$ cat config.mk
export PLATFORM = sky130hd
export DESIGN_NAME = g3d_rfw_cfg
export DESIGN_NICKNAME = d
export VERILOG_FILES = /design/src/design/assert_macros.svh /design/src/design/g3d_rfw_pkg.sv /design/src/design/g3d_rfw_cfg.sv
export SDC_FILE = /design/constraint.sdc
export NUM_CORES = 1
export LEC_CHECK = 0
export ABC_AREA = 1
export CORE_UTILIZATION = 51
export CTS_CLUSTER_SIZE = 14
export DETAILED_ROUTE_END_ITERATION = 10
export DONT_BUFFER_PORTS = 1
export PLACE_DENSITY = 0.69
export SETUP_SLACK_MARGIN = 0.05
export SYNTH_ARGS = -nofsm -noshare
export SYNTH_HDL_FRONTEND = slang
export SYNTH_SLANG_ARGS = --single-unit
export TNS_END_PERCENT = 10
$ cat constraint.sdc
create_clock -name clk_i -period 0.9 [get_ports clk_i]
set_input_delay 0.045 -clock clk_i [delete_from_list [all_inputs] [get_ports clk_i]]
set_output_delay 0.045 -clock clk_i [all_outputs]
set_load 0.02 [all_outputs]
$ cat src/design/assert_macros.svh
// Assertion macros shared by the grid restriction RTL.
// Both macros sample on clk_i and are disabled while rst_ni is low.
`ifndef ASSERT_MACROS_SVH
`define ASSERT_MACROS_SVH
`ifndef SYNTH
`define G3D_ASSERT(name, prop) \
  name: assert property (@(posedge clk_i) disable iff (!rst_ni) (prop)) \
    else $error("g3d_rfw: property violated");
`define G3D_ASSERT_NEVER(name, expr) \
  name: assert property (@(posedge clk_i) disable iff (!rst_ni) !(expr)) \
    else $error("g3d_rfw: forbidden condition seen");
`else
`define G3D_ASSERT(name, prop)
`define G3D_ASSERT_NEVER(name, expr)
`endif
`endif

$ cat src/design/g3d_rfw_pkg.sv
`timescale 1ns / 1ps

package g3d_rfw_pkg;

  localparam int unsigned SizeW      = 5;   // size register width
  localparam int unsigned PosW       = 5;   // position field width
  localparam int unsigned CoordW     = 7;   // fine coordinate, covers 2*31+2
  localparam int unsigned TapCntW    = 6;   // 4x4x4 taps
  localparam int unsigned WgtW       = 5;   // tap weights 1, 3, 9, 27
  localparam int unsigned RoundShift = 9;   // divide by 512
  localparam int unsigned PaddrW     = 4;
  localparam int unsigned PdataW     = 32;

  localparam logic [SizeW-1:0] SizeReset = 5'd16;

  localparam logic [1:0] RegSizeX = 2'd0;
  localparam logic [1:0] RegSizeY = 2'd1;
  localparam logic [1:0] RegSizeZ = 2'd2;

  typedef enum logic [0:0] {
    OpWrite   = 1'b0,
    OpCompute = 1'b1
  } opcode_e;

  typedef enum logic [1:0] {
    SIdle,
    SRead,
    SFinish
  } state_e;

  typedef struct packed {
    logic [SizeW-1:0] nx;
    logic [SizeW-1:0] ny;
    logic [SizeW-1:0] nz;
  } size_t;

  typedef struct packed {
    logic            clear;
    logic            issue;
    logic [WgtW-1:0] weight;
  } mac_ctl_t;

  typedef struct packed {
    logic rd_pend;
    logic prod_pend;
  } mac_sts_t;

  // Fine neighbor index for coarse cell c on an axis of n coarse cells.
  function automatic logic [CoordW-1:0] nbr_idx(input logic [PosW-1:0]  c,
                                                input logic [SizeW-1:0] n,
                                                input logic [1:0]       sel);
    logic [CoordW-1:0] two_c;
    two_c = {1'b0, c, 1'b0};
    case (sel)
      2'd0: nbr_idx = (c != '0) ? two_c - CoordW'(1) : two_c;
      2'd1: nbr_idx = two_c;
      2'd2: nbr_idx = two_c + CoordW'(1);
      default: begin
        nbr_idx = (({1'b0, c} + 6'd1) < {1'b0, n}) ? two_c + CoordW'(2)
                                                   : two_c + CoordW'(1);
      end
    endcase
  endfunction

  // Product of the three 1D weights: 3 per axis for an inner tap, else 1.
  function automatic logic [WgtW-1:0] tap_weight(input logic [TapCntW-1:0] k);
    logic [1:0] inner;
    inner = 2'(k[1] ^ k[0]) + 2'(k[3] ^ k[2]) + 2'(k[5] ^ k[4]);
    case (inner)
      2'd0:    tap_weight = 5'd1;
      2'd1:    tap_weight = 5'd3;
      2'd2:    tap_weight = 5'd9;
      default: tap_weight = 5'd27;
    endcase
  endfunction

endpackage

$ cat src/design/g3d_rfw_cfg.sv
`timescale 1ns / 1ps

module g3d_rfw_cfg #(
  parameter int unsigned COARSE_MAX = 16
) (
  input  logic                               clk_i,
  input  logic                               rst_ni,
  input  logic                               psel,
  input  logic                               penable,
  input  logic                               pwrite,
  input  logic [g3d_rfw_pkg::PaddrW-1:0]     paddr,
  input  logic [g3d_rfw_pkg::PdataW-1:0]     pwdata,
  output logic [g3d_rfw_pkg::PdataW-1:0]     prdata,
  output logic                               pready,
  output g3d_rfw_pkg::size_t                 size_o
);

  localparam logic [g3d_rfw_pkg::CoordW-1:0] CmaxC = g3d_rfw_pkg::CoordW'(COARSE_MAX);

  logic [g3d_rfw_pkg::SizeW-1:0] sx_q, sy_q, sz_q;
  logic [1:0]                    reg_idx;
  logic                          wr_en;

  // 0 acts as 1, anything above the build maximum acts as the maximum
  function automatic logic [g3d_rfw_pkg::SizeW-1:0] eff_size(
    input logic [g3d_rfw_pkg::SizeW-1:0] raw);
    if (raw == '0) begin
      eff_size = g3d_rfw_pkg::SizeW'(1);
    end else if ({2'b00, raw} > CmaxC) begin
      eff_size = CmaxC[g3d_rfw_pkg::SizeW-1:0];
    end else begin
      eff_size = raw;
    end
  endfunction

  assign reg_idx = paddr[3:2];
  assign wr_en   = psel && penable && pwrite;
  assign pready  = 1'b1;

  always_ff @(posedge clk_i or negedge rst_ni) begin
    if (!rst_ni) begin
      sx_q <= g3d_rfw_pkg::SizeReset;
      sy_q <= g3d_rfw_pkg::SizeReset;
      sz_q <= g3d_rfw_pkg::SizeReset;
    end else if (wr_en) begin
      case (reg_idx)
        g3d_rfw_pkg::RegSizeX: sx_q <= pwdata[g3d_rfw_pkg::SizeW-1:0];
        g3d_rfw_pkg::RegSizeY: sy_q <= pwdata[g3d_rfw_pkg::SizeW-1:0];
        g3d_rfw_pkg::RegSizeZ: sz_q <= pwdata[g3d_rfw_pkg::SizeW-1:0];
        default: ;
      endcase
    end
  end

  always_comb begin
    case (reg_idx)
      g3d_rfw_pkg::RegSizeX: prdata = g3d_rfw_pkg::PdataW'(sx_q);
      g3d_rfw_pkg::RegSizeY: prdata = g3d_rfw_pkg::PdataW'(sy_q);
      g3d_rfw_pkg::RegSizeZ: prdata = g3d_rfw_pkg::PdataW'(sz_q);
      default:               prdata = '0;
    endcase
  end

  assign size_o.nx = eff_size(sx_q);
  assign size_o.ny = eff_size(sy_q);
  assign size_o.nz = eff_size(sz_q);

endmodule

==> results of run 1 <==
## kinds of logic after synthesis
group	count (synthesis)
and+or+nand+nor	93
buffers and inverters	45
DFF	15
AOI/OAI and AO/OA	6
other	2
## cells in the final DEF, fill, tap and decap left out
master,count
nand3_4,4
dfrtp_1,12
conb_1,28
a21oi_2,1
nand2_1,59
a21boi_1,3
buf_6,3
nor2_4,1
nor2_1,11
buf_4,22
dfstp_2,3
clkbuf_1,1
nand2_2,6
nand2_4,5
nor2_2,5
nand3_2,2
a21oi_1,2
inv_1,11
inv_2,3
clkbuf_4,3
dlygate4sd3_1,6
## path summary, 6_finish.rpt
kind | startpoint | endpoint | slack (ns) | cells past startpoint
setup / recovery | sx_q[1] | size_o[12] | -0.34 | 4
hold / removal | penable | sy_q[4] | 0.02 | 4
setup reg to reg | sy_q[4] | sy_q[4] | 0.12 | 2
hold reg to reg | sx_q[4] | sx_q[4] | 0.52 | 2
max in group asynchronous | rst_ni | sz_q[2] | 0.23 | 1
min in group asynchronous | rst_ni | sy_q[3] | 0.23 | 1
## repair_timing
item / CTS / global route
pin swaps: 7 / 2
hold endpoints to repair: 30 / 0
buffers inserted: 1 / 0
resized for setup: 15 / 12
setup endpoints to repair: 20 / 20
hold buffers: 6 / 0
## through the flow
| step | util | setup slack (ns) | hold slack (ns) |
|---|---|---|---|
| 2_1_floorplan | - | -0.0394 | -0.251 |
| 6_report | 0.699 | -0.341 | 0.0191 |
| 5_1_grt | 0.699 | -0.417 | 0.0449 |
| 3_3_place_gp | 0.593 | -0.00978 | -0.250 |
| 4_1_cts | 0.672 | -0.327 | 0.00541 |
| 3_5_place_dp | 0.593 | -0.0406 | -0.250 |
## power groups by stage
stage	registers, W	logic, W	clock network [W]
detailed placement	0.000971	0.00116	0
CTS	0.000957	0.00129	0.000389
global placement	0.000968	0.00113	0
global route	0.000985	0.00149	0.000410
floorplan	0.000967	0.000806	0
finish	0.000969	0.00136	0.000385
## layout make-up
class                      instances  area, µm²  share of cell area
multi-input combinational        127        636               0.458
tap                               27       33.8              0.0244
clock buffer                       4       26.3              0.0190
inverter                          14       52.6              0.0379
timing repair buffer              31        259               0.187
sequential                        15        379               0.273
## worst max-delay path: cells and delay by family (launching register included)
family | cells | cell delay, ns
buffers and inverters | 1 | 0.17
AO/OA/AOI/OAI | 1 | 0.15
AND/OR/NAND/NOR | 2 | 0.19
flip-flops | 1 | 0.40
## cells in the mapped netlist
library cell / n
clkbuf_1: 3
a21oi_1: 3
nand2_2: 3
nand2_1: 67
buf_4: 28
nor2_4: 1
inv_1: 11
nor2_1: 12
a21boi_0: 3
conb_1: 2
inv_2: 3
nand3_1: 5
dfstp_2: 3
nor2_2: 4
nand3_2: 1
dfrtp_1: 12
## sequential cells by signal, indices dropped and copies added (netlist names)
signal,count
sz_q,5
sx_q,5
sy_q,5
## metal layers
metal / up-vias / track usage
met2: 52 / 0.495
met5: - / 0
li1: 487 / -
met3: 9 / 0.0481
met1: 483 / 0.266
met4: 0 / 0.100
==> impl_metrics.py, run 1 <==
metrics = {
    "outcome": {
        "outcome": "complete, but fails checks",
        "violations": "setup timing",
    },
    "synthesis": {
        "synth_compound_area_frac": 0.0346,
        "synth-seq-area-share": 0.349,
        "synth_simple_gate_area_frac": 0.356,
        "post_synth_num_cell_types": 16,
        "synthMuxAreaShare": 0,
        "synthXorXnorAreaFrac": 0,
        "synth_top_area_cell": "dfrtp_1",
        "synth_warnings": 0,
        "synth-adder-area-share": 0,
        "synth_top_area_frac": 0.277,
        "synth_area_mm2": 0.00108,
        "synth_top_family_by_area": "simple AND/OR/NAND/NOR gates",
        "synth_area_per_cell_um2": 6.74,
        "synthTopCellsByArea": "dfrtp_1 (28%), nand2_1 (23%), buf_4 (19%)",
        "ys_ff_latch": 15,
        "synth_cells": 161,
    },
    "cts": {
        "clock_sinks": 15,
        "tritoncts": "yes",
        "clockBufferDepth": 2,
        "worstSkewPairLatency_ns": 0.28,
        "h-tree-depth": 1,
        "cts_buffers": 3,
        "cts.clk_slew.worst_paths_ns": 0.09,
        "clock-root-buffer": "clkbuf_4",
    },
    "setup_path": {
        "start_kind": "flip-flop",
        "crit_required_ns": 0.85,
        "crit_chain": "nor2_2 -> nand2_1 -> a21boi_1 -> buf_4",
        "slowest_stage": "dfrtp_1",
        "slowest_delay_ns": 0.40,
        "worstPathMaxFanout": 2,
        "end_kind": "output pin",
        "critPathArrivalTime_ns": 1.20,
        "critPathKind": "reg -> out",
    },
    "die": {
        "die_w_um": 48.1,
        "num_io_pins": 89,
        "core_mm2": 0.00198,
        "die_area_mm2": 0.00232,
        "floorplan.rows": 16,
        "die_h_um": 48.1,
        "start_util": 0.547,
    },
    "timing": {
        "maxClockFrequency_mhz": 806,
        "period_needed_ns": 1.24,
        "min_period_over_period": 1.38,
        "maxSlewViolCount": 0,
        "fin_ws_ns": -0.341,
        "fin_skew_ns": 0,
        "grt_setup_unrepaired": "true",
        "tns_ns": -4.93,
        "setup_viol": 20,
        "hold_viol": 0,
        "tightest_slew_ns": 0.685,
        "max-slew-margin-rel": 0.542,
    },
    "placement": {
        "gp_congestion": 0.863,
        "dp_hpwl_mm": 1.86,
        "port_buffers": 0,
        "dpl_cell_area_mm2": 0.00117,
        "dp_cells": 207,
    },
    "worst_hold_path": {
        "holdCritPathClass": "in -> reg",
    },
    "detailed_routing": {
        "vias": 1031,
        "wl_met3_um": 156,
        "detailedRoute.firstIterationViolations": 43,
        "top_layer": "met4",
        "firstDrtPassIters": 4,
        "wl_per_cell_um": 11.8,
        "routed_wl_mm": 2.58,
        "via_per_inst": 4.73,
        "antenna_left": 0,
        "wl_met1_um": 959,
        "route.met2.wl_mm": 1.42,
        "drcViolationCount": 0,
    },
    "global_route": {
        "grt_overflow": 0,
        "antenna_found_initial": 0,
        "grt_pass1_wl_mm": 3.90,
        "first_global_vias": 903,
        "grtUsageTotal": 0.254,
        "grt_max_degree": 16,
    },
    "cells_and_area": {
        "areaGrowthSynthToFinish_pct": 27.8,
        "fin_area_mm2": 0.00139,
        "drive_gt1_frac": 0.304,
        "fill_cells": 158,
        "antenna_cells": 0,
        "nets": 233,
        "instances_no_fill": 218,
    },
    "power": {
        "finalPower_w": 0.00271,
        "pwr-share-comb": 0.501,
        "p_seq_frac": 0.357,
        "sw_frac_of_total": 0.428,
        "internal_power_w": 0.00155,
        "clock_power_share": 0.142,
        "p_sw_w": 0.00116,
        "power.density_mw_per_mm2": 1960,
        "leakage_nw": 0.815,
        "peakVddDrop_v": 0.00149,
    },
    "run": {
        "drv_cap": 0,
    },
}
Power figures use the tool's default switching activity.
==> run 2, diff against run 1 <==
Settings changed: CORE_MARGIN set to 2.
==> impl_metrics.py, run 2 (synthesis results as in run 1) <==
metrics = {
    "detailed_routing": {
        "firstDrtPassIters": 6,
        "top_layer": "met4",
        "wl_met1_um": 920,
        "antenna_left": 0,
        "via_per_inst": 4.88,
        "vias": 1073,
        "drcViolationCount": 0,
        "routed_wl_mm": 2.78,
        "wl_per_cell_um": 12.6,
        "route.met2.wl_mm": 1.47,
        "wl_met3_um": 295,
        "detailedRoute.firstIterationViolations": 29,
    },
    "setup_path": {
        "worstPathMaxFanout": 2,
        "critPathArrivalTime_ns": 1.19,
        "start_kind": "flip-flop",
        "crit_required_ns": 0.85,
        "end_kind": "output pin",
        "critPathKind": "reg -> out",
    },
    "placement": {
        "gp_congestion": 0.851,
        "dp_hpwl_mm": 1.81,
        "port_buffers": 0,
        "place_ws_ns": -0.0301,
    },
    "cts": {
        "cts.clk_slew.worst_paths_ns": 0.08,
        "clockBufferDepth": 2,
        "clock-root-buffer": "clkbuf_4",
        "worstSkewPairLatency_ns": 0.29,
        "clock_sinks": 15,
        "tritoncts": "yes",
        "h-tree-depth": 1,
        "cts_buffers": 3,
    },
    "power": {
        "leakage_nw": 0.826,
        "pwr-share-comb": 0.512,
        "p_sw_w": 0.00119,
        "power.density_mw_per_mm2": 1960,
        "p_seq_frac": 0.348,
        "clock_power_share": 0.140,
        "sw_frac_of_total": 0.430,
        "internal_power_w": 0.00157,
        "peakVddDrop_v": 0.00163,
    },
    "die": {
        "core_mm2": 0.00198,
        "die_w_um": 50.1,
        "die_area_mm2": 0.00251,
        "floorplan.rows": 16,
        "die_h_um": 50.1,
        "start_util": 0.547,
        "num_io_pins": 89,
    },
    "timing": {
        "min_period_over_period": 1.37,
        "maxSlewViolCount": 0,
        "period_needed_ns": 1.23,
        "hold_viol": 0,
        "grt_setup_unrepaired": "true",
        "fin_skew_ns": 0,
        "fin_ws_ns": -0.332,
        "maxClockFrequency_mhz": 812,
        "max-slew-margin-rel": 0.547,
        "tightest_slew_ns": 0.677,
        "whs_ns": 0.0127,
        "setup_viol": 20,
    },
    "cells_and_area": {
        "final_core_utilization": 0.713,
        "final_common_cell": "nand2_1",
        "drive_gt1_frac": 0.326,
        "nets": 235,
        "areaGrowthSynthToFinish_pct": 30.3,
        "antenna_cells": 0,
        "reg.largest.list": "sx_q (5), sy_q (5), sz_q (5)",
        "mostFrequentLayoutCells": "nand2_1 (57), conb_1 (28), buf_4 (25)",
    },
    "outcome": {
        "violations": "setup timing",
        "outcome": "complete, but fails checks",
    },
    "global_route": {
        "grt_pass1_wl_mm": 4.30,
        "grt_max_degree": 16,
        "grtUsageTotal": 0.234,
        "grt_overflow": 0,
        "first_global_vias": 946,
        "antenna_found_initial": 0,
    },
    "worst_hold_path": {
        "holdCritPathClass": "in -> reg",
    },
    "run": {
        "drv_cap": 0,
    },
}
==> run 2: changes by cell type in the layout (fill, tap and decap cells not counted), sizes merged <==
| cell | change |
|---|---|
| buf | +2 |
==> run 2: what timing repair did <==
item,in CTS,in global routing
endpoints found under the hold margin,30,0
hold buffers,6,0
pin swaps,9,2
setup buffers,2,1
setup endpoints to repair,20,20
resized for setup,24,6
==> run 2: critical path, cell delays in order (launching register included) <==
cell     delay [ns]
dfrtp_1        0.39
nor2_1         0.10
nand2_1        0.09
a21oi_1        0.15
buf_4          0.16
==> run 2: final cells by class <==
cell class                 count  area (µm²)
multi-input combinational    127         652
timing repair buffer          33         270
fill                         162         568
tap                           27        33.8
sequential                    15         379
inverter                      14        52.6
clock buffer                   4        26.3
==> run 2: final timing paths <==
path / from / end / slack (ns) / cells after the start
worst max-delay path: sy_q[0] / size_o[5] / -0.33 / 4
worst min-delay path: penable / sy_q[4] / 0.01 / 4
worst max register to register: sz_q[0] / sz_q[0] / 0.03 / 4
worst min register to register: sy_q[4] / sy_q[4] / 0.53 / 2
max in group asynchronous: rst_ni / sz_q[1] / 0.24 / 1
min in group asynchronous: rst_ni / sy_q[0] / 0.22 / 1
==> run 2: per-stage QoR <==
step / TNS (ns) / std cells / cell area (µm²) / total power, W
after floorplan: -0.204 / 187 / 1180 / 0.00177
after global placement: -0.00711 / 207 / 1170 / 0.00210
after detailed placement: -0.0532 / 207 / 1170 / 0.00213
after CTS: -4.92 / 219 / 1380 / 0.00269
after global routing: -6.27 / 220 / 1410 / 0.00292
final: -5.20 / 220 / 1410 / 0.00276
==> run 2: layer usage <==
metal | vias up | track usage
met2 | 71 | 0.408
met4 | 0 | 0.106
met3 | 20 | 0.0879
li1 | 489 | -
met5 | - | 0
met1 | 493 | 0.247
==> run 2: power by group through the flow <==
stage               clock [W]  sequential (W)  combinational [W]
global placement            0        0.000966            0.00113
floorplan                   0        0.000967           0.000806
detailed placement          0        0.000970            0.00116
CTS                  0.000394        0.000955            0.00134
global route         0.000421        0.000983            0.00152
finish               0.000386        0.000963            0.00142
