`config.mk`:
```
export PLATFORM = sky130hd
export DESIGN_NAME = g3d_rfw_mac
export DESIGN_NICKNAME = d
export VERILOG_FILES = /design/src/design/assert_macros.svh /design/src/design/g3d_rfw_pkg.sv /design/src/design/g3d_rfw_mac.sv
export SDC_FILE = /design/constraint.sdc
export NUM_CORES = 1
export LEC_CHECK = 0
export BUFFER_PORTS_ARGS = -buffer_cell sky130_fd_sc_hd__buf_2
export CORE_MARGIN = 5
export CORE_UTILIZATION = 44
export DETAILED_ROUTE_END_ITERATION = 10
export PLACE_DENSITY = 0.72
export REMOVE_ABC_BUFFERS = 1
export SLEW_MARGIN = 10
export SYNTH_ARGS = -nofsm -noshare
export SYNTH_HDL_FRONTEND = slang
export SYNTH_SLANG_ARGS = --single-unit
```
`constraint.sdc`:
```
create_clock -name clk_i -period 4.4 [get_ports clk_i]
set_input_delay 0 -clock clk_i [delete_from_list [all_inputs] [get_ports clk_i]]
set_output_delay 0 -clock clk_i [all_outputs]
set_load 0.005 [all_outputs]
```
`src/design/assert_macros.svh`:
```
// Assertion macros shared by the grid restriction RTL.
// Both macros sample on clk_i and are disabled while rst_ni is low.
`ifndef ASSERT_MACROS_SVH
`define ASSERT_MACROS_SVH
`ifndef SYNTH
`define G3D_ASSERT(name, prop) \
  name: assert property (@(posedge clk_i) disable iff (!rst_ni) (prop)) \
    else $error("g3d_rfw: property violated");
`define G3D_ASSERT_NEVER(name, expr) \
  name: assert property (@(posedge clk_i) disable iff (!rst_ni) !(expr)) \
    else $error("g3d_rfw: forbidden condition seen");
`else
`define G3D_ASSERT(name, prop)
`define G3D_ASSERT_NEVER(name, expr)
`endif
`endif

```
`src/design/g3d_rfw_pkg.sv`:
```
`timescale 1ns / 1ps

package g3d_rfw_pkg;

  localparam int unsigned SizeW      = 5;   // size register width
  localparam int unsigned PosW       = 5;   // position field width
  localparam int unsigned CoordW     = 7;   // fine coordinate, covers 2*31+2
  localparam int unsigned TapCntW    = 6;   // 4x4x4 taps
  localparam int unsigned WgtW       = 5;   // tap weights 1, 3, 9, 27
  localparam int unsigned RoundShift = 9;   // divide by 512
  localparam int unsigned PaddrW     = 4;
  localparam int unsigned PdataW     = 32;

  localparam logic [SizeW-1:0] SizeReset = 5'd16;

  localparam logic [1:0] RegSizeX = 2'd0;
  localparam logic [1:0] RegSizeY = 2'd1;
  localparam logic [1:0] RegSizeZ = 2'd2;

  typedef enum logic [0:0] {
    OpWrite   = 1'b0,
    OpCompute = 1'b1
  } opcode_e;

  typedef enum logic [1:0] {
    SIdle,
    SRead,
    SFinish
  } state_e;

  typedef struct packed {
    logic [SizeW-1:0] nx;
    logic [SizeW-1:0] ny;
    logic [SizeW-1:0] nz;
  } size_t;

  typedef struct packed {
    logic            clear;
    logic            issue;
    logic [WgtW-1:0] weight;
  } mac_ctl_t;

  typedef struct packed {
    logic rd_pend;
    logic prod_pend;
  } mac_sts_t;

  // Fine neighbor index for coarse cell c on an axis of n coarse cells.
  function automatic logic [CoordW-1:0] nbr_idx(input logic [PosW-1:0]  c,
                                                input logic [SizeW-1:0] n,
                                                input logic [1:0]       sel);
    logic [CoordW-1:0] two_c;
    two_c = {1'b0, c, 1'b0};
    case (sel)
      2'd0: nbr_idx = (c != '0) ? two_c - CoordW'(1) : two_c;
      2'd1: nbr_idx = two_c;
      2'd2: nbr_idx = two_c + CoordW'(1);
      default: begin
        nbr_idx = (({1'b0, c} + 6'd1) < {1'b0, n}) ? two_c + CoordW'(2)
                                                   : two_c + CoordW'(1);
      end
    endcase
  endfunction

  // Product of the three 1D weights: 3 per axis for an inner tap, else 1.
  function automatic logic [WgtW-1:0] tap_weight(input logic [TapCntW-1:0] k);
    logic [1:0] inner;
    inner = 2'(k[1] ^ k[0]) + 2'(k[3] ^ k[2]) + 2'(k[5] ^ k[4]);
    case (inner)
      2'd0:    tap_weight = 5'd1;
      2'd1:    tap_weight = 5'd3;
      2'd2:    tap_weight = 5'd9;
      default: tap_weight = 5'd27;
    endcase
  endfunction

endpackage

```
`src/design/g3d_rfw_mac.sv`:
```
`timescale 1ns / 1ps

module g3d_rfw_mac #(
  parameter int unsigned SAMPLE_WIDTH = 32
) (
  input  logic                           clk_i,
  input  logic                           rst_ni,
  input  g3d_rfw_pkg::mac_ctl_t          ctl_i,
  input  logic signed [SAMPLE_WIDTH-1:0] rdata_i,
  output g3d_rfw_pkg::mac_sts_t          sts_o,
  output logic [SAMPLE_WIDTH-1:0]        result_o
);

  localparam int unsigned WgtW  = g3d_rfw_pkg::WgtW;
  localparam int unsigned ProdW = SAMPLE_WIDTH + WgtW;
  localparam int unsigned AccW  = SAMPLE_WIDTH + 10;
  localparam int unsigned Shift = g3d_rfw_pkg::RoundShift;

  logic                    rd_vld_q, prod_vld_q;
  logic [WgtW-1:0]         wgt_q;
  logic signed [ProdW:0]   prod_full;
  logic signed [ProdW-1:0] prod_q;
  logic signed [AccW-1:0]  acc_q, acc_d;
  logic [AccW-1:0]         rounded;

  // weight travels alongside the memory read
  always_ff @(posedge clk_i or negedge rst_ni) begin
    if (!rst_ni) begin
      rd_vld_q   <= 1'b0;
      prod_vld_q <= 1'b0;
    end else begin
      rd_vld_q   <= ctl_i.issue;
      prod_vld_q <= rd_vld_q;
    end
  end

  always_ff @(posedge clk_i) begin
    wgt_q <= ctl_i.weight;
  end

  // weights are at most 27, so the product fits ProdW bits
  assign prod_full = rdata_i * $signed({1'b0, wgt_q});

  always_ff @(posedge clk_i) begin
    prod_q <= prod_full[ProdW-1:0];
  end

  always_comb begin
    acc_d = acc_q;
    if (ctl_i.clear) begin
      acc_d = '0;
    end else if (prod_vld_q) begin
      acc_d = acc_q + {{(AccW-ProdW){prod_q[ProdW-1]}}, prod_q};
    end
  end

  always_ff @(posedge clk_i) begin
    acc_q <= acc_d;
  end

  // floor((sum + 256) / 512), low bits of the arithmetic shift
  assign rounded  = acc_q + AccW'(1 << (Shift - 1));
  assign result_o = rounded[Shift+SAMPLE_WIDTH-1:Shift];

  assign sts_o.rd_pend   = rd_vld_q;
  assign sts_o.prod_pend = prod_vld_q;

endmodule

```
==> flow_summary.toml, run 1 <==
[setup_path]
timing.rr.start = "wgt_q[0]$_DFF_P_"
r2r-end = "prod_q[35]$_DFF_P_"
crit_chain = "buf_6 > and2_4 > fa_1 > fa_1 > inv_1 > fa_1 > inv_2 > ha_4 > and4_4 > nand4_1 > nand2_1 > a211oi_2 > o221a_2 > o31ai_4 > a311o_1 > a21oi_2 > o21ai_2 > xor2_1"
crit_path_max_fanout = 7
crit_arrival_ns = 4.68
crit_family = "adder cells"
max_stage_delay_ns = 0.56
crit_top_cell = "fa_1"
r2r_cells = 18
reg2reg_slack_ns = -0.05
cp-start-kind = "register"
crit_type = "reg -> reg"
worstSetupEndpointType = "register"
critPathBufInv = 3
slowest_stage = "fa_1"
cp.required_ns = 4.63

[finish]
final_nets = 1682
antenna_cells = 0
final_core_util_pct = 53.9
synthToLayoutAreaGrowth_pct = 20.0
drive_above_1_share_pct = 20.1
layout.cells.non_filler = 1762
fillers = 2191

[status]
failed_checks = "negative setup slack"
outcome = "finished with violations"

[drt]
vias = 9003
viasPerCell = 5.11
avgRoutedWirePerCell_um = 14.2
first_pass_iters = 5
drt_iter0_drc = 374
drcViolationCount = 0
drtAntennaViolNets = 0
routed_wl_um = 25000

[clock_tree]
numCtsBuffers = 9
htreeDepth = 3
clock-sinks = 85
cts_buffer_depth = 2
clkTransAtPathRegs_ns = 0.07
clk_latency_ns = 0.35
cts_root_buf = "clkbuf_16"
tritoncts = "done"

[place]
dp_cells = 1722
gp_congestion = 0.879
place_ws_ns = -0.322
io_buffers = 74
dpl.hpwl_um = 19700

[synth]
ys_types = 81
syn-cell-area_um2 = 10900
synth_common_cells = "179 x inv_1, 160 x and2_1, 111 x ha_1"
avgSynthCellArea_um2 = 8.44
synthCells = 1297
yosysSeqAreaShare_pct = 15.6
synth_edf_count = 0
synthArstFlopShare_pct = 2.35
netlist.area_leader.share_pct = 17.7
yosys.cell_count.top_type = "inv_1"
synthFlopType = "dfxtp_1"
synthTopCellsByArea = "fa_1 18%, dfxtp_1 15%, ha_1 13%"
ys.warnings.count = 0
synth_area_leader_cell = "fa_1"
ys_ff_latch = 85

[global_route]
overflow = 0
antenna_found_initial = 2
grt_max_degree = 43
grt.total_usage_pct = 17.1
first_global_vias = 8991
grt_pass1_wl_um = 41800

[sta]
finalMaxSlewViolations = 0
slew_headroom_pct = 65.1
tightestPinTransition_ns = 0.520
hold_violations = 0
rsz0062_at_grt = "true"
tns_ns = -0.0779
clock_skew_ns = 0.0134
final-setup-viol-count = 2
min_period_ns = 4.45
finalCritPeriodShare_pct = 101
setup_ws_ns = -0.0524
max_freq_mhz = 225

[hold_path]
hold_path_depth = 3
hold_path.class = "in -> reg"
hp-start = "rdata_i[1]"
hold_end = "prod_q[1]$_DFF_P_"

[job]
maxCapViolations = 0

[floorplanning]
pin_count = 75
rows = 57
start_util_pct = 44.9
coreArea_um2 = 24400
design.die.area_um2 = 28100
fp.dieW_um = 168
die_h_um = 168

[power_and_ir_drop]
vdd_drop_max_mv = 0.280
power_per_cell_area_nw_per_um2 = 607
p_leak_nw = 6.50
layout by cell type, fill, tap and decap left out, types with 8 or more instances in the layout:
master         synthesis  routed
ha_4                   0      15
clkbuf_16              0      10
and2_4                 0      10
mux2i_1               28      28
o21ai_0               23      19
nor3_1                10       8
a21oi_2                1      15
fa_1                  97      96
a21o_1                47      47
inv_2                  0      10
dfxtp_1               83      78
xnor2_1               64      63
ha_1                 111      94
o21ai_1               16      15
nand3_1               22      21
nand2_1               69      68
nand2b_1              11      11
inv_1                179     169
and3_1                 9       9
nor2b_1               11      11
and2_1               160     150
buf_6                  2      11
o21bai_1              13      13
nand4_1               17      17
buf_2                  0      74
buf_4                  3      75
nor2_1                74      72
dlygate4sd3_1          0       9
xor2_1                33      33
a21oi_1               80      65
metal layers:
layer | global-route usage (%) | vias up | wire length [um]
li1 | - | 4562 | -
met1 | 24.8 | 4245 | 12200
met2 | 27.1 | 158 | 11400
met3 | 2.33 | 34 | 966
met4 | 3.99 | 4 | 416
met5 | 0 | - | 14
where the power goes:
group / total, mW / internal (mW) / leakage (nW) / switching [mW]
Sequential: 1.45 / 1.12 / 0.716 / 0.330
Clock: 0.803 / 0.499 / 0.146 / 0.303
Combinational: 5.73 / 2.66 / 5.64 / 3.07
tightest hold or removal path: cells and delay by family:
family / cells / cell delay [ns]
buffers and inverters: 1 / 0.12
adder cells (fa/ha/maj): 1 / 0.14
AND/OR/NAND/NOR: 1 / 0.15
cell families after synthesis:
kind of cell,count (synthesis),share of synthesized area [%]
and+or+nand+nor,402,19.6
AOI/OAI and AO/OA,249,15.8
buffers and inverters,227,8.03
adders and majority gates,208,30.4
xor gates and xnor gates,97,7.76
DFF,85,15.6
muxes,29,2.70
repair_timing:
| action | CTS | global route |
|---|---|---|
| cloned | 0 | 1 |
| endpoints found under the hold margin | 9 | 0 |
| setup buffers | 2 | 13 |
| setup endpoints to repair | 13 | 12 |
| pin swaps | 18 | 78 |
| hold buffers | 9 | 0 |
| gates resized for setup | 33 | 83 |
sequential cells by signal (all words and copies together), names as in the netlist:
register    flops
rd_vld_q        1
prod_vld_q      1
wgt_q           5
acc_q          41
prod_q         37
stage by stage:
| stage | hold slack (ns) | power (mW) | area, um^2 |
|---|---|---|---|
| 6_report | 0.0962 | 7.98 | 13100 |
| 5_1_grt | 0.0950 | 8.71 | 13100 |
| 4_1_cts | 0.0595 | 7.63 | 12700 |
| 3_5_place_dp | -0.213 | 6.67 | 12100 |
| 3_3_place_gp | -0.215 | 6.56 | 12100 |
| 2_1_floorplan | -0.296 | 5.24 | 10700 |
area by class of cell:
class / instances / area (um^2) / area share, %
well taps: 324 / 405 / 3.08
flip-flops and latches: 85 / 1730 / 13.1
clock inverters: 5 / 83.8 / 0.638
clock buffers: 11 / 233 / 1.77
multi-input cells: 985 / 8790 / 66.9
inverters: 179 / 672 / 5.11
repair buffers: 173 / 1230 / 9.38
worst max path at each step:
stage | depth (start not counted) | startpoint | end | slack, ns
floorplan | 17 | wgt_q[1]$_DFF_P_ | prod_q[35]$_DFF_P_ | -0.24
global route | 18 | wgt_q[1]$_DFF_P_ | prod_q[35]$_DFF_P_ | -0.16
detailed placement | 18 | wgt_q[0]$_DFF_P_ | prod_q[35]$_DFF_P_ | -0.32
global placement | 18 | wgt_q[0]$_DFF_P_ | prod_q[35]$_DFF_P_ | -0.20
CTS | 18 | wgt_q[2]$_DFF_P_ | prod_q[35]$_DFF_P_ | -0.02
finish | 18 | wgt_q[0]$_DFF_P_ | prod_q[35]$_DFF_P_ | -0.05
No activity file was read; power rests on OpenSTA's default activity.
==> run 2: changes to the inputs <==
--- a/config.mk
+++ b/config.mk
@@ -10,6 +10,7 @@
 export CORE_UTILIZATION = 44
 export DETAILED_ROUTE_END_ITERATION = 10
 export PLACE_DENSITY = 0.72
+export RECOVER_POWER = 25
 export REMOVE_ABC_BUFFERS = 1
 export SLEW_MARGIN = 10
 export SYNTH_ARGS = -nofsm -noshare
==> run 2 against run 1 <==
Against the previous run: the flow still finishes with violations (negative setup slack); cell count is the same; design area is essentially flat; maximum frequency is essentially flat.
==> flow_summary.toml, run 2 (same netlist as run 1, synthesis figures left out) <==
[setup_path]
critPathBufInv = 3
crit_family = "adder cells"
max_stage_delay_ns = 0.56
worstSetupEndpointType = "register"
r2r-end = "prod_q[35]$_DFF_P_"
crit_top_cell = "fa_1"
reg2reg_slack_ns = -0.05
r2r_cells = 18
cp.required_ns = 4.63
crit_path_max_fanout = 7
cp-start-kind = "register"
slowest_stage = "fa_1"
crit_arrival_ns = 4.68
crit_chain = "buf_6 > and2_4 > fa_1 > fa_1 > inv_1 > fa_1 > inv_2 > ha_4 > and4_4 > nand4_1 > nand2_1 > a211oi_2 > o221a_2 > o31ai_4 > a311o_1 > a21oi_2 > o21ai_2 > xor2_1"
timing.rr.start = "wgt_q[0]$_DFF_P_"
crit_type = "reg -> reg"

[drt]
drcViolationCount = 0
avgRoutedWirePerCell_um = 14.2
routed_wl_um = 25000
first_pass_iters = 5
drtAntennaViolNets = 0
vias = 8999
drt_iter0_drc = 374
viasPerCell = 5.11

[clock_tree]
clk_latency_ns = 0.35
tritoncts = "done"
numCtsBuffers = 9
clock-sinks = 85
cts_root_buf = "clkbuf_16"
clkTransAtPathRegs_ns = 0.07
htreeDepth = 3
cts_buffer_depth = 2

[finish]
multi_input_area_um2 = 8790
layout_commonest_cell = "inv_1"
antenna_cells = 0
seqCellArea_um2 = 1730
largestRegisters = "acc_q x41, prod_q x37, wgt_q x5"
largest_register_ff_count = 41
regMostFlops = "acc_q"
final_nets = 1682
layout_common_cells = "169 x inv_1, 150 x and2_1, 96 x fa_1"
drive_above_1_share_pct = 20.0
stdcell_area_um2 = 13100
fillers = 2191
synthToLayoutAreaGrowth_pct = 20.0

[sta]
tns_ns = -0.0776
finalCritPeriodShare_pct = 101
final-setup-viol-count = 2
hold_violations = 0
tightestPinTransition_ns = 0.520
clock_skew_ns = 0.0133
finalMaxSlewViolations = 0
min_period_ns = 4.45
slew_headroom_pct = 65.1
setup_ws_ns = -0.0523
rsz0062_at_grt = "true"
max_freq_mhz = 225

[hold_path]
hold_path_depth = 3
hold_path.class = "in -> reg"
hold_end = "prod_q[1]$_DFF_P_"
hp-start = "rdata_i[1]"

[place]
io_buffers = 74
placed_cell_area_um2 = 12100
gp_congestion = 0.879
dpl.hpwl_um = 19700

[floorplanning]
pin_count = 75
start_util_pct = 44.9
die_h_um = 168
rows = 57
fp.dieW_um = 168
coreArea_um2 = 24400
design.die.area_um2 = 28100

[status]
outcome = "finished with violations"
failed_checks = "negative setup slack"

[global_route]
overflow = 0
first_global_vias = 8991
grt_pass1_wl_um = 41800
grt.total_usage_pct = 17.1
grt_max_degree = 43
antenna_found_initial = 2

[power_and_ir_drop]
vdd_drop_max_mv = 0.280
power_mw = 7.98
p_leak_nw = 6.50
power_per_cell_area_nw_per_um2 = 607

[job]
maxCapViolations = 0
-- run 2: how the worst max path moves through the flow --
stage                          start                 end  cells after the start
finish              wgt_q[0]$_DFF_P_  prod_q[35]$_DFF_P_                     18
global route        wgt_q[1]$_DFF_P_  prod_q[35]$_DFF_P_                     18
CTS                 wgt_q[2]$_DFF_P_  prod_q[35]$_DFF_P_                     18
detailed placement  wgt_q[0]$_DFF_P_  prod_q[35]$_DFF_P_                     18
global placement    wgt_q[0]$_DFF_P_  prod_q[35]$_DFF_P_                     18
floorplan           wgt_q[1]$_DFF_P_  prod_q[35]$_DFF_P_                     17
-- run 2: what timing repair did --
item / 4_1_cts / 5_1_grt
hold endpoints to repair: 9 / 0
gates cloned: 0 / 1
pin swaps: 18 / 78
setup buffers: 2 / 13
setup endpoints to repair: 13 / 12
hold buffers: 9 / 0
resized for setup: 33 / 83
-- run 2: cell type report --
cell class / instances / area share, %
inverter: 179 / 5.11
clock inverter: 5 / 0.638
tap: 324 / 3.08
sequential: 85 / 13.1
timing repair buffer: 173 / 9.37
multi-input combinational: 985 / 66.9
clock buffer: 11 / 1.77
-- run 2: layer usage --
| metal | vias to the layer above | wire length [um] | global-route usage [%] |
|---|---|---|---|
| li1 | 4562 | - | - |
| met1 | 4243 | 12200 | 24.8 |
| met2 | 156 | 11400 | 27.1 |
| met3 | 34 | 960 | 2.33 |
| met4 | 4 | 416 | 3.99 |
| met5 | - | 14 | 0 |
-- run 2: tightest hold or removal path, delay by kind of cell --
family / cells / cell delay [ns]
adders and majority gates: 1 / 0.14
buffers and inverters: 1 / 0.12
and+or+nand+nor: 1 / 0.15
-- run 2: through the flow --
step / setup slack [ns] / cells / hold slack [ns] / utilization, %
finish: -0.0523 / 1762 / 0.0962 / 53.9
CTS: -0.0235 / 1749 / 0.0595 / 51.9
detailed placement: -0.322 / 1722 / -0.213 / 49.5
global placement: -0.198 / 1722 / -0.215 / 49.5
floorplan: -0.245 / 1249 / -0.296 / -
global route: -0.162 / 1762 / 0.0950 / 53.9
-- run 2: power by group --
| part | switching, mW | internal [mW] | leakage, nW |
|---|---|---|---|
| sequential | 0.330 | 1.12 | 0.716 |
| clock | 0.303 | 0.499 | 0.146 |
| combinational | 3.07 | 2.66 | 5.63 |
